**src/hdl/psbb_pkg.sv**
```systemverilog
// shared types, constants and register codes of the sprite blitter
`timescale 1ns / 1ps
package psbb_pkg;

  // screen geometry and palette size
  localparam int ROW_PITCH       = 384;
  localparam int SCREEN_ROWS     = 216;
  localparam int VISIBLE_COLUMNS = 320;
  localparam int LEFT_OFFSET     = 32;
  localparam int PALETTE_DEPTH   = 256;
  localparam int PAL_AW          = (PALETTE_DEPTH > 1) ? $clog2(PALETTE_DEPTH) : 1;

  // field widths
  localparam int IDX_W   = 8;
  localparam int COLOR_W = 16;
  localparam int ADDR_W  = 17;
  localparam int POS_W   = 10;
  localparam int SIZE_W  = 11;
  localparam int CIDX_W  = 3;
  localparam int CDATA_W = 16;

  localparam logic [SIZE_W-1:0] MAX_SIZE = SIZE_W'(1024);

  // queue between front and back, depth a power of two
  localparam int Q_DEPTH = 4;
  localparam int Q_AW    = $clog2(Q_DEPTH);
  localparam int Q_CW    = $clog2(Q_DEPTH + 1);

  // rgb565 channel masks and blend scale
  localparam logic [COLOR_W-1:0] RB_MASK = 16'hF81F;
  localparam logic [COLOR_W-1:0] G_MASK  = 16'h07E0;
  localparam logic [5:0] WEIGHT_FULL = 6'd32;
  localparam int WEIGHT_SHIFT = 5;

  // operation codes
  localparam logic OP_LOAD  = 1'b0;
  localparam logic OP_PIXEL = 1'b1;

  // draw modes
  localparam logic [1:0] MODE_COPY   = 2'd0;
  localparam logic [1:0] MODE_BLEND  = 2'd1;
  localparam logic [1:0] MODE_SHADOW = 2'd2;

  // register indexes
  localparam logic [CIDX_W-1:0] REG_DRAW_MODE     = 3'd0;
  localparam logic [CIDX_W-1:0] REG_ORIGIN_X      = 3'd1;
  localparam logic [CIDX_W-1:0] REG_ORIGIN_Y      = 3'd2;
  localparam logic [CIDX_W-1:0] REG_SPRITE_WIDTH  = 3'd3;
  localparam logic [CIDX_W-1:0] REG_SPRITE_HEIGHT = 3'd4;
  localparam logic [CIDX_W-1:0] REG_KEY_COLOR     = 3'd5;
  localparam logic [CIDX_W-1:0] REG_BLEND_WEIGHT  = 3'd6;

  typedef struct packed {
    logic               operation;
    logic [IDX_W-1:0]   entry_index;
    logic [COLOR_W-1:0] entry_color;
    logic [COLOR_W-1:0] background;
  } in_beat_t;

  typedef struct packed {
    logic               write_valid;
    logic [ADDR_W-1:0]  write_address;
    logic [COLOR_W-1:0] write_color;
    logic               last_pixel;
  } out_beat_t;

  typedef struct packed {
    logic [1:0]         draw_mode;
    logic [SIZE_W-1:0]  origin_x;
    logic [SIZE_W-1:0]  origin_y;
    logic [SIZE_W-1:0]  sprite_width;
    logic [SIZE_W-1:0]  sprite_height;
    logic [COLOR_W-1:0] key_color;
    logic [4:0]         blend_weight;
  } cfg_t;

  // classified pixel handed from front to back
  typedef struct packed {
    logic [COLOR_W-1:0] sprite;
    logic [COLOR_W-1:0] background;
    logic               on_screen;
    logic [ADDR_W-1:0]  address;
    logic               last;
  } q_entry_t;

endpackage

```
**src/hdl/psbb_ram.sv**
```systemverilog
// generic single write, single read port ram with registered read
`timescale 1ns / 1ps
module psbb_ram #(
  parameter int WIDTH = 16,
  parameter int DEPTH = 256,
  localparam int AW = (DEPTH > 1) ? $clog2(DEPTH) : 1
) (
  input  logic             clk,
  input  logic             we,
  input  logic [AW-1:0]    waddr,
  input  logic [WIDTH-1:0] wdata,
  input  logic             re,
  input  logic [AW-1:0]    raddr,
  output logic [WIDTH-1:0] rdata
);

  logic [WIDTH-1:0] mem_r [DEPTH];
  logic [WIDTH-1:0] rdata_r;

  always_ff @(posedge clk) begin
    if (we) begin
      mem_r[waddr] <= wdata;
    end
    if (re) begin
      rdata_r <= mem_r[raddr];
    end
  end

  assign rdata = rdata_r;

endmodule

```
**src/hdl/psbb_front.sv**
```systemverilog
// front end: accepts beats, loads the palette, tracks position and clips
`timescale 1ns / 1ps
module psbb_front (
  input  logic                clk,
  input  logic                rst_n,
  input  logic                in_valid,
  input  psbb_pkg::in_beat_t  in_data,
  output logic                in_stall,
  input  psbb_pkg::cfg_t      cfg,
  input  logic                q_full,
  output logic                q_push,
  output psbb_pkg::q_entry_t  q_entry
);

  logic accept, pix_acc, load_acc, idx_hit;
  logic [psbb_pkg::COLOR_W-1:0] pal_rdata;

  logic [psbb_pkg::SIZE_W-1:0] w_eff, h_eff;
  logic [psbb_pkg::POS_W-1:0]  col_r, col_nxt, row_r, row_nxt;
  logic                        col_end, row_end;
  logic [psbb_pkg::SIZE_W:0]   sx, sy;
  logic                        on_x, on_y;

  // pixel stage waiting on the palette read
  logic                          s1_valid_r, s1_valid_nxt;
  logic                          s1_on_r, s1_hit_r, s1_last_r;
  logic [psbb_pkg::POS_W-1:0]    s1_x_r, s1_y_r;
  logic [psbb_pkg::COLOR_W-1:0]  s1_bg_r;
  logic [psbb_pkg::ADDR_W+4:0]   addr_full;

  assign in_stall = s1_valid_r && q_full;
  assign accept   = in_valid && !in_stall;
  assign pix_acc  = accept && (in_data.operation == psbb_pkg::OP_PIXEL);
  assign load_acc = accept && (in_data.operation == psbb_pkg::OP_LOAD);
  assign idx_hit  = {1'b0, in_data.entry_index} < (psbb_pkg::IDX_W+1)'(psbb_pkg::PALETTE_DEPTH);

  psbb_ram #(
    .WIDTH(psbb_pkg::COLOR_W),
    .DEPTH(psbb_pkg::PALETTE_DEPTH)
  ) u_palette (
    .clk   (clk),
    .we    (load_acc && idx_hit),
    .waddr (in_data.entry_index[psbb_pkg::PAL_AW-1:0]),
    .wdata (in_data.entry_color),
    .re    (pix_acc),
    .raddr (in_data.entry_index[psbb_pkg::PAL_AW-1:0]),
    .rdata (pal_rdata)
  );

  // zero acts as one, anything past the limit as the limit
  always_comb begin
    if (cfg.sprite_width == '0) begin
      w_eff = psbb_pkg::SIZE_W'(1);
    end else if (cfg.sprite_width > psbb_pkg::MAX_SIZE) begin
      w_eff = psbb_pkg::MAX_SIZE;
    end else begin
      w_eff = cfg.sprite_width;
    end
    if (cfg.sprite_height == '0) begin
      h_eff = psbb_pkg::SIZE_W'(1);
    end else if (cfg.sprite_height > psbb_pkg::MAX_SIZE) begin
      h_eff = psbb_pkg::MAX_SIZE;
    end else begin
      h_eff = cfg.sprite_height;
    end
  end

  assign col_end = ({1'b0, col_r} + psbb_pkg::SIZE_W'(1)) >= w_eff;
  assign row_end = ({1'b0, row_r} + psbb_pkg::SIZE_W'(1)) >= h_eff;

  always_comb begin
    col_nxt = col_r;
    row_nxt = row_r;
    if (pix_acc) begin
      if (col_end) begin
        col_nxt = '0;
        row_nxt = row_end ? '0 : row_r + psbb_pkg::POS_W'(1);
      end else begin
        col_nxt = col_r + psbb_pkg::POS_W'(1);
      end
    end
  end

  // screen position, sign bit on top
  assign sx   = {cfg.origin_x[psbb_pkg::SIZE_W-1], cfg.origin_x} + {2'b00, col_r};
  assign sy   = {cfg.origin_y[psbb_pkg::SIZE_W-1], cfg.origin_y} + {2'b00, row_r};
  assign on_x = !sx[psbb_pkg::SIZE_W]
             && (sx[psbb_pkg::SIZE_W-1:0] < psbb_pkg::SIZE_W'(psbb_pkg::VISIBLE_COLUMNS));
  assign on_y = !sy[psbb_pkg::SIZE_W]
             && (sy[psbb_pkg::SIZE_W-1:0] < psbb_pkg::SIZE_W'(psbb_pkg::SCREEN_ROWS));

  assign q_push       = s1_valid_r && !q_full;
  assign s1_valid_nxt = pix_acc || (s1_valid_r && !q_push);

  always_ff @(posedge clk) begin
    if (!rst_n) begin
      col_r      <= '0;
      row_r      <= '0;
      s1_valid_r <= 1'b0;
    end else begin
      col_r      <= col_nxt;
      row_r      <= row_nxt;
      s1_valid_r <= s1_valid_nxt;
    end
  end

  always_ff @(posedge clk) begin
    if (pix_acc) begin
      s1_on_r   <= on_x && on_y;
      s1_hit_r  <= idx_hit;
      s1_last_r <= col_end && row_end;
      s1_x_r    <= sx[psbb_pkg::POS_W-1:0];
      s1_y_r    <= sy[psbb_pkg::POS_W-1:0];
      s1_bg_r   <= in_data.background;
    end
  end

  assign addr_full = (psbb_pkg::ADDR_W+5)'(s1_y_r) * (psbb_pkg::ADDR_W+5)'(psbb_pkg::ROW_PITCH)
                   + (psbb_pkg::ADDR_W+5)'(s1_x_r)
                   + (psbb_pkg::ADDR_W+5)'(psbb_pkg::LEFT_OFFSET);

  always_comb begin
    q_entry.sprite     = s1_hit_r ? pal_rdata : '0;
    q_entry.background = s1_bg_r;
    q_entry.on_screen  = s1_on_r;
    q_entry.address    = addr_full[psbb_pkg::ADDR_W-1:0];
    q_entry.last       = s1_last_r;
  end

endmodule

```
**src/hdl/psbb_queue.sv**
```systemverilog
// short fifo of classified pixels between front and back
`timescale 1ns / 1ps
module psbb_queue (
  input  logic               clk,
  input  logic               rst_n,
  input  logic               push,
  input  psbb_pkg::q_entry_t push_entry,
  input  logic               pop,
  output logic               full,
  output logic               not_empty,
  output psbb_pkg::q_entry_t head
);

  psbb_pkg::q_entry_t           mem_r [psbb_pkg::Q_DEPTH];
  logic [psbb_pkg::Q_AW-1:0]    wr_ptr_r, rd_ptr_r;
  logic [psbb_pkg::Q_CW-1:0]    count_r, count_nxt;

  assign full      = count_r == psbb_pkg::Q_CW'(psbb_pkg::Q_DEPTH);
  assign not_empty = count_r != '0;
  assign head      = mem_r[rd_ptr_r];

  always_comb begin
    count_nxt = count_r;
    if (push && !pop) begin
      count_nxt = count_r + psbb_pkg::Q_CW'(1);
    end else if (pop && !push) begin
      count_nxt = count_r - psbb_pkg::Q_CW'(1);
    end
  end

  always_ff @(posedge clk) begin
    if (!rst_n) begin
      wr_ptr_r <= '0;
      rd_ptr_r <= '0;
      count_r  <= '0;
    end else begin
      count_r <= count_nxt;
      if (push) begin
        wr_ptr_r <= wr_ptr_r + psbb_pkg::Q_AW'(1);
      end
      if (pop) begin
        rd_ptr_r <= rd_ptr_r + psbb_pkg::Q_AW'(1);
      end
    end
  end

  always_ff @(posedge clk) begin
    if (push) begin
      mem_r[wr_ptr_r] <= push_entry;
    end
  end

endmodule

```
**src/hdl/psbb_back.sv**
```systemverilog
// back end: key test, colour modes and the output register
`timescale 1ns / 1ps
module psbb_back (
  input  logic                clk,
  input  logic                rst_n,
  input  psbb_pkg::cfg_t      cfg,
  input  logic                q_not_empty,
  input  psbb_pkg::q_entry_t  q_head,
  output logic                q_pop,
  output logic                out_valid,
  output psbb_pkg::out_beat_t out_data,
  input  logic                out_stall
);

  logic                          out_valid_r, out_valid_nxt;
  psbb_pkg::out_beat_t           out_data_r, out_data_nxt;
  logic                          draw;
  logic [psbb_pkg::COLOR_W-1:0]  blend_color, shadow_color;

  // one channel group of the weighted mix
  function automatic logic [psbb_pkg::COLOR_W-1:0] blend_part(
    input logic [psbb_pkg::COLOR_W-1:0] s,
    input logic [psbb_pkg::COLOR_W-1:0] b,
    input logic [psbb_pkg::COLOR_W-1:0] m,
    input logic [4:0]                   w
  );
    logic [21:0] sum;
    sum = 22'(s & m) * 22'(w) + 22'(b & m) * 22'(psbb_pkg::WEIGHT_FULL - {1'b0, w});
    return sum[psbb_pkg::WEIGHT_SHIFT +: psbb_pkg::COLOR_W] & m;
  endfunction

  assign blend_color  = blend_part(q_head.sprite, q_head.background, psbb_pkg::RB_MASK,
                                   cfg.blend_weight)
                      | blend_part(q_head.sprite, q_head.background, psbb_pkg::G_MASK,
                                   cfg.blend_weight);
  assign shadow_color = ((q_head.background & psbb_pkg::RB_MASK) >> 1) & psbb_pkg::RB_MASK
                      | ((q_head.background & psbb_pkg::G_MASK) >> 1) & psbb_pkg::G_MASK;

  assign draw  = q_head.on_screen && (q_head.sprite != cfg.key_color);
  assign q_pop = q_not_empty && (!out_valid_r || !out_stall);

  always_comb begin
    out_valid_nxt = out_valid_r;
    out_data_nxt  = out_data_r;
    if (q_pop) begin
      out_valid_nxt              = 1'b1;
      out_data_nxt.write_valid   = draw;
      out_data_nxt.last_pixel    = q_head.last;
      out_data_nxt.write_address = draw ? q_head.address : '0;
      out_data_nxt.write_color   = '0;
      if (draw) begin
        case (cfg.draw_mode)
          psbb_pkg::MODE_BLEND:  out_data_nxt.write_color = blend_color;
          psbb_pkg::MODE_SHADOW: out_data_nxt.write_color = shadow_color;
          default:               out_data_nxt.write_color = q_head.sprite;
        endcase
      end
    end else if (!out_stall) begin
      out_valid_nxt = 1'b0;
    end
  end

  always_ff @(posedge clk) begin
    if (!rst_n) begin
      out_valid_r <= 1'b0;
    end else begin
      out_valid_r <= out_valid_nxt;
    end
  end

  always_ff @(posedge clk) begin
    out_data_r <= out_data_nxt;
  end

  assign out_valid = out_valid_r;
  assign out_data  = out_data_r;

endmodule

```
**src/hdl/palette_sprite_blit_blend.sv**
```systemverilog
// top level of the palette sprite blitter with key, blend and shadow modes
//
//  channel | direction | handshake          | beat
//  --------+-----------+--------------------+------------------------------------------
//  in_     | in        | in_valid/in_stall  | in_beat_t: load or pixel with background
//  out_    | out       | out_valid/out_stall| out_beat_t: one per pixel beat
//  cfg_    | in        | cfg_valid/cfg_ready| register index and data, always ready
//
//  one beat a cycle sustained while neither in_stall nor out_stall holds; a pixel beat reaches out_
//  through the palette read, a queue slot and the output register, loads give no result
//  the palette ram read port sets the front stage; everything else is one level deep
//  synchronous active-low reset clears counters, queue and config; palette is not cleared
//  an out_stall backs up the four-entry queue, and in_stall rises only once it is full
`timescale 1ns / 1ps
module palette_sprite_blit_blend (
  input  logic                              clk,
  input  logic                              rst_n,
  input  logic                              in_valid,
  input  psbb_pkg::in_beat_t                in_data,
  output logic                              in_stall,
  output logic                              out_valid,
  output psbb_pkg::out_beat_t               out_data,
  input  logic                              out_stall,
  input  logic                              cfg_valid,
  output logic                              cfg_ready,
  input  logic [psbb_pkg::CIDX_W-1:0]       cfg_index,
  input  logic [psbb_pkg::CDATA_W-1:0]      cfg_data
);

  psbb_pkg::cfg_t     cfg_r, cfg_nxt;
  logic               q_push, q_pop, q_full, q_not_empty;
  psbb_pkg::q_entry_t q_in, q_head;

  // register bank takes a write every cycle
  assign cfg_ready = 1'b1;

  always_comb begin
    cfg_nxt = cfg_r;
    if (cfg_valid && cfg_ready) begin
      case (cfg_index)
        psbb_pkg::REG_DRAW_MODE:     cfg_nxt.draw_mode     = cfg_data[1:0];
        psbb_pkg::REG_ORIGIN_X:      cfg_nxt.origin_x      = cfg_data[psbb_pkg::SIZE_W-1:0];
        psbb_pkg::REG_ORIGIN_Y:      cfg_nxt.origin_y      = cfg_data[psbb_pkg::SIZE_W-1:0];
        psbb_pkg::REG_SPRITE_WIDTH:  cfg_nxt.sprite_width  = cfg_data[psbb_pkg::SIZE_W-1:0];
        psbb_pkg::REG_SPRITE_HEIGHT: cfg_nxt.sprite_height = cfg_data[psbb_pkg::SIZE_W-1:0];
        psbb_pkg::REG_KEY_COLOR:     cfg_nxt.key_color     = cfg_data[psbb_pkg::COLOR_W-1:0];
        psbb_pkg::REG_BLEND_WEIGHT:  cfg_nxt.blend_weight  = cfg_data[4:0];
        default:                     cfg_nxt = cfg_r;
      endcase
    end
  end

  always_ff @(posedge clk) begin
    if (!rst_n) begin
      cfg_r.draw_mode     <= psbb_pkg::MODE_COPY;
      cfg_r.origin_x      <= '0;
      cfg_r.origin_y      <= '0;
      cfg_r.sprite_width  <= psbb_pkg::SIZE_W'(1);
      cfg_r.sprite_height <= psbb_pkg::SIZE_W'(1);
      cfg_r.key_color     <= '0;
      cfg_r.blend_weight  <= '0;
    end else begin
      cfg_r <= cfg_nxt;
    end
  end

  // front: palette loads, position tracking and clipping
  psbb_front u_front (
    .clk      (clk),
    .rst_n    (rst_n),
    .in_valid (in_valid),
    .in_data  (in_data),
    .in_stall (in_stall),
    .cfg      (cfg_r),
    .q_full   (q_full),
    .q_push   (q_push),
    .q_entry  (q_in)
  );

  // decouples the pixel stream from output back-pressure
  psbb_queue u_queue (
    .clk        (clk),
    .rst_n      (rst_n),
    .push       (q_push),
    .push_entry (q_in),
    .pop        (q_pop),
    .full       (q_full),
    .not_empty  (q_not_empty),
    .head       (q_head)
  );

  // back: key compare, colour mode and result register
  psbb_back u_back (
    .clk         (clk),
    .rst_n       (rst_n),
    .cfg         (cfg_r),
    .q_not_empty (q_not_empty),
    .q_head      (q_head),
    .q_pop       (q_pop),
    .out_valid   (out_valid),
    .out_data    (out_data),
    .out_stall   (out_stall)
  );

endmodule

```
**config.mk**
```make
export PLATFORM = sky130hd
export DESIGN_NAME = palette_sprite_blit_blend
export DESIGN_NICKNAME = d
export VERILOG_FILES = /design/src/hdl/psbb_pkg.sv /design/src/hdl/psbb_ram.sv /design/src/hdl/psbb_front.sv /design/src/hdl/psbb_queue.sv /design/src/hdl/psbb_back.sv /design/src/hdl/palette_sprite_blit_blend.sv
export SDC_FILE = /design/constraint.sdc
export NUM_CORES = 2
export LEC_CHECK = 0
export BUFFER_PORTS_ARGS = -buffer_cell sky130_fd_sc_hd__buf_2
export CAP_MARGIN = 10
export CORE_MARGIN = 3
export CORE_UTILIZATION = 57
export CTS_CLUSTER_DIAMETER = 80
export DETAILED_ROUTE_END_ITERATION = 10
export PLACE_DENSITY = 0.79
export SETUP_SLACK_MARGIN = 0.05
export SYNTH_ARGS = -nofsm -noshare
export SYNTH_HDL_FRONTEND = slang
export SYNTH_MEMORY_MAX_BITS = 65536
export SYNTH_SLANG_ARGS = --single-unit
```
**constraint.sdc**
```tcl
create_clock -name clk -period 7.7 [get_ports clk]
set_clock_uncertainty 0.05 [all_clocks]
set_input_delay 0.385 -clock clk [delete_from_list [all_inputs] [get_ports clk]]
set_output_delay 0.385 -clock clk [all_outputs]
set_load 0.05 [all_outputs]
```
==> results summary <==
The flow ran to the end, but the final reports show violations. The final reports fail on DRC. By area, the combinational part of the netlist is dominated by multiplexers. The clock period minus worst slack came out at 7310 ps. The synthesized net count is 8667. The worst register-to-register path begins at cfg_r[1]. The width of the die is 567 um. For this run, the total global-route usage over all layers was measured as 0.308. For the pin with the worst max-slew slack, the measured transition is 1490 ps.

The weighted congestion at the end of routability-driven global placement is 0.880. The design draws 52900 uW. The initial antenna violation count came to 28. The detailed placer's ending HPWL is 266 mm. The most used standard cell by instance count after synthesis is edfxtp_1. The fraction of registers with async set or reset after synthesis is 0. For this configuration, the core starts out at a cell density of 0.574. The maximum fanout along the worst path came out at 7. The number of fill cells in the layout is 19000. The first global-routing pass estimated 705 mm of wire. The number of buffers created by CTS is 422. The worst flop-to-flop path endpoint is u_back.out_data[16]. Dividing the detail-routed via count by the number of cells gives 7.02. The synthesized design contains 4389 enable-type register cells. In this run the standard cell core region covers 313000 um^2. For this design the total switching power over the nets is 12400 uW. Dividing the detail-routed wire length by the instance count gives 37.2 um. Of the post-synthesis cell area, the part taken by muxes is 0.168. For this design, the sink count on the clock tree is 4487. The TritonCTS clock tree is built.

The count of cells along the worst register-to-register path came out at 25. The ratio of total power to cell area is 263 nW/um^2. Clock tree synthesis selected as its root buffer the cell clkbuf_16. The power share of the combinational group came out at 0.087. In this run, synthesis produced a sequential element count of 4487. The instance count after placement with tap cells included is 12500.

In the synthesized netlist the dominant register cell turns out to be edfxtp_1. After detailed routing, the number of remaining DRC violations is 6. By area the synthesized netlist is led by edfxtp_1 73%, mux4_2 16%, ha_1 1.5%.

The adder and majority gate portion of the synthesized area came out at 0.0258. The final total negative setup slack came out at 0 ps. The worst path required time is 8450 ps.

The area growth from synthesis to final layout came out at 12.1%. During I/O placement, the number of pins put on the boundary was 103. The remaining global-route overflow is 0. The fraction of layout instances using a drive strength above 1 came out at 0.280. The maximum ir drop on the vdd rail is 283 uV. The tool flagged a number of max-cap violations equal to 0. The count of cells along the worst hold path is 1. The clock insertion delay at the later pin of the skew report came out at 1020 ps. The share of total power dissipated in sequential elements is 0.513. The count of standard-cell rows came out at 205.

The vias after detailed routing is 93700. Of the total power, the share spent switching nets is 0.234. The DRC marker count from the first detailed-route iteration is 15700. The share of the yosys chip area belonging to registers came out at 0.744. The post-synthesis cell count is 8290. The worst slew margin relative to its limit came out at 0.00957. The number of nets at the end of the flow came out at 9207. The internal portion of the total power is 40500 uW.

The launching element type of the critical path is a flop. The area occupied by registers is 134000 um^2. Timing would allow up to 137 MHz. STA classifies the critical path endpoint as a flop.

The classification of the worst-slack hold path is in -> reg. The total of endpoints with negative setup slack in the final report came out at 0. In this run the most critical hold path is launched from in_data[16]. The maximum number of pins on one net before global-route repair is 178. For hold timing, the worst endpoint is u_front.u_palette.mem_r[107][0]. The die span in y came out at 567 um. The via count of the first global-routing pass came out at 94600. After synthesis, the most frequently instantiated cells are 4389 x edfxtp_1, 1312 x mux4_2, 368 x nor2_1.

The iteration count of the initial detailed-routing pass came out at 11. The final cell count without fillers is 13300. The area of the multi-input gates came out at 43600 um^2. The number of H-tree branching levels is 5.

The post-synth design cell area came out at 180000 um^2. The final period utilization is 0.949. The register clock-pin slew on the reported worst setup and hold paths came out at 60 ps. The remaining number of nets flagged by the antenna check after routing came out at 0.

The number of warnings reported in the yosys synthesis log is 0. The clock group share of total power came out at 0.400. Of the total synthesized cell area, the portion taken by AND, OR, NAND and NOR gates is 0.0251.

The count of cell types in the netlist is 82. The final wirelength is 496 mm. The average size of a mapped cell came out at 21.7 um^2. The end-of-flow core utilization came out at 0.644. Setup repair after global routing left no endpoint under its margin. The library cell occupying the most area in the post-synthesis netlist is edfxtp_1. The number of I/O port buffers is 101.

The proportion of netlist area held by the largest area contributor is 0.733. The critical setup path kind is reg -> reg. The hold violation count in the final report came out at 0. The final count of pins violating max slew was 0. Of the total synthesized cell area, the portion taken by XOR and XNOR cells is 0.00544.

The floorplan step defined a die boundary enclosing 322000 um^2. For this design the static power due to leakage is 0.0647 uW. The worst path arrival time came out at 8060 ps. The fraction of the mapped netlist area in compound gates came out at 0.0159. No sink is reached through more buffers than the 4 on the longest clock path. The slack of the worst reg-to-reg path came out at 390 ps.
-- routing by layer --
| metal | share of wire | wire (um) | track usage |
|---|---|---|---|
| met5 | 0.0011 | 541 | 0.00431 |
| met4 | 0.062 | 30600 | 0.155 |
| met3 | 0.13 | 62300 | 0.0808 |
| met2 | 0.48 | 240000 | 0.488 |
| met1 | 0.33 | 163000 | 0.398 |
-- area by class of cell --
type | count | share of cell area
Inverter | 188 | 0.00350
Tap cell | 4140 | 0.0257
Sequential cell | 4487 | 0.664
Timing Repair Buffer | 530 | 0.0214
Antenna cell | 21 | 0.000261
Multi-Input combinational cell | 3201 | 0.216
Clock buffer | 511 | 0.0544
Clock inverter | 266 | 0.0145
-- cells by family (layout without fill, tap and decap cells) --
family                   Yosys count  count (layout)
other                              1              22
flip-flops                      4487            4487
buffers and inverters            602            1495
adder cells (fa/ha/maj)          312             312
AND/OR/NAND/NOR                  998             998
AO/OA/AOI/OAI                    404             404
XOR/XNOR                         110             110
multiplexers                    1376            1376
-- state kept, by name (all words and copies together), names as in the netlist, named ones only --
signal / cells
u_back.out_data: 35
u_front.s1_x_r: 10
u_front.col_r: 10
u_front.s1_last_r: 1
u_queue.wr_ptr_r: 2
u_front.row_r: 10
u_queue.count_r: 3
u_queue.rd_ptr_r: 2
u_front.s1_y_r: 10
u_front.u_palette.mem_r: 4096
u_front.s1_bg_r: 16
u_front.s1_on_r: 1
u_back.out_valid: 1
u_queue.mem_r: 204
u_front.s1_valid_r: 1
u_front.u_palette.rdata: 16
cfg_r: 67
-- per-stage QoR --
| stage | instance area (um^2) | hold WS [ps] | worst slack, ps |
|---|---|---|---|
| final | 201000 | 16.0 | 395 |
| after global routing | 201000 | 50.6 | 92.3 |
| after CTS | 201000 | 21.5 | 265 |
| after detailed placement | 187000 | 419 | 267 |
| after global placement | 187000 | 407 | 368 |
| after floorplan | 180000 | 391 | 99.4 |
-- worst max-delay path by stage --
stage          startpoint                   to  slack [ps]  cells after the start
2_1_floorplan        flop  u_back.out_data[16]         100                     28
3_3_place_gp         flop  u_back.out_data[16]         370                     22
3_5_place_dp         flop  u_back.out_data[16]         270                     21
4_1_cts              flop  u_back.out_data[16]         260                     21
5_1_grt          cfg_r[1]  u_back.out_data[16]          90                     25
6_report         cfg_r[1]  u_back.out_data[16]         390                     25
-- power by group through the flow --
stage               Sequential, uW  Combinational [uW]  Clock [uW]
floorplan                    28000                2460           0
global placement             27700                4320           0
detailed placement           27700                4430           0
CTS                          27200                4530       21300
global route                 27200                4820       22100
finish                       27200                4580       21200
-- critical path, stage by stage, from the launching register on --
cell	delay (ps)
dfxtp_1	470
clkinv_1	150
ha_1	250
nor3b_2	190
xnor2_1	160
and2_1	170
fa_1	440
fa_1	490
inv_1	50
fa_1	490
inv_1	60
fa_1	450
ha_1	290
fa_1	490
inv_1	50
fa_1	360
inv_1	70
ha_1	250
or4_1	520
o2111ai_1	80
o21ba_2	230
o41ai_4	360
o21bai_1	130
and2_1	190
or4b_1	510
a31oi_1	180
-- cells in the final DEF (no fill, tap or decap), types with 21 or more instances in the layout --
master and count:
buf_4 363, nand2b_1 29, inv_1 182, bufinv_16 50, nand3_1 62, nor2_1 274
edfxtp_1 4389, and2_1 62, clkbuf_1 85, xnor2_1 75, dlygate4sd3_1 43, ha_1 215
nor3_1 27, a21oi_1 75, diode_2 21, o21ai_0 35, a21boi_0 65, nor2b_1 65
nor2_2 93, clkinv_1 85, xor2_1 34, clkinv_2 90, clkbuf_16 424, fa_1 97
mux4_2 1312, mux2i_1 44, dfxtp_1 96, nand2_1 285, buf_2 80, a22oi_1 61
-- repair_timing --
item,in CTS,in global routing
buffers inserted,0,1
endpoints found under the setup margin,0,1
hold buffers,43,0
resized for setup,0,2
endpoints found under the hold margin,217,0
Note: power is estimated with default switching activity, not from simulation.
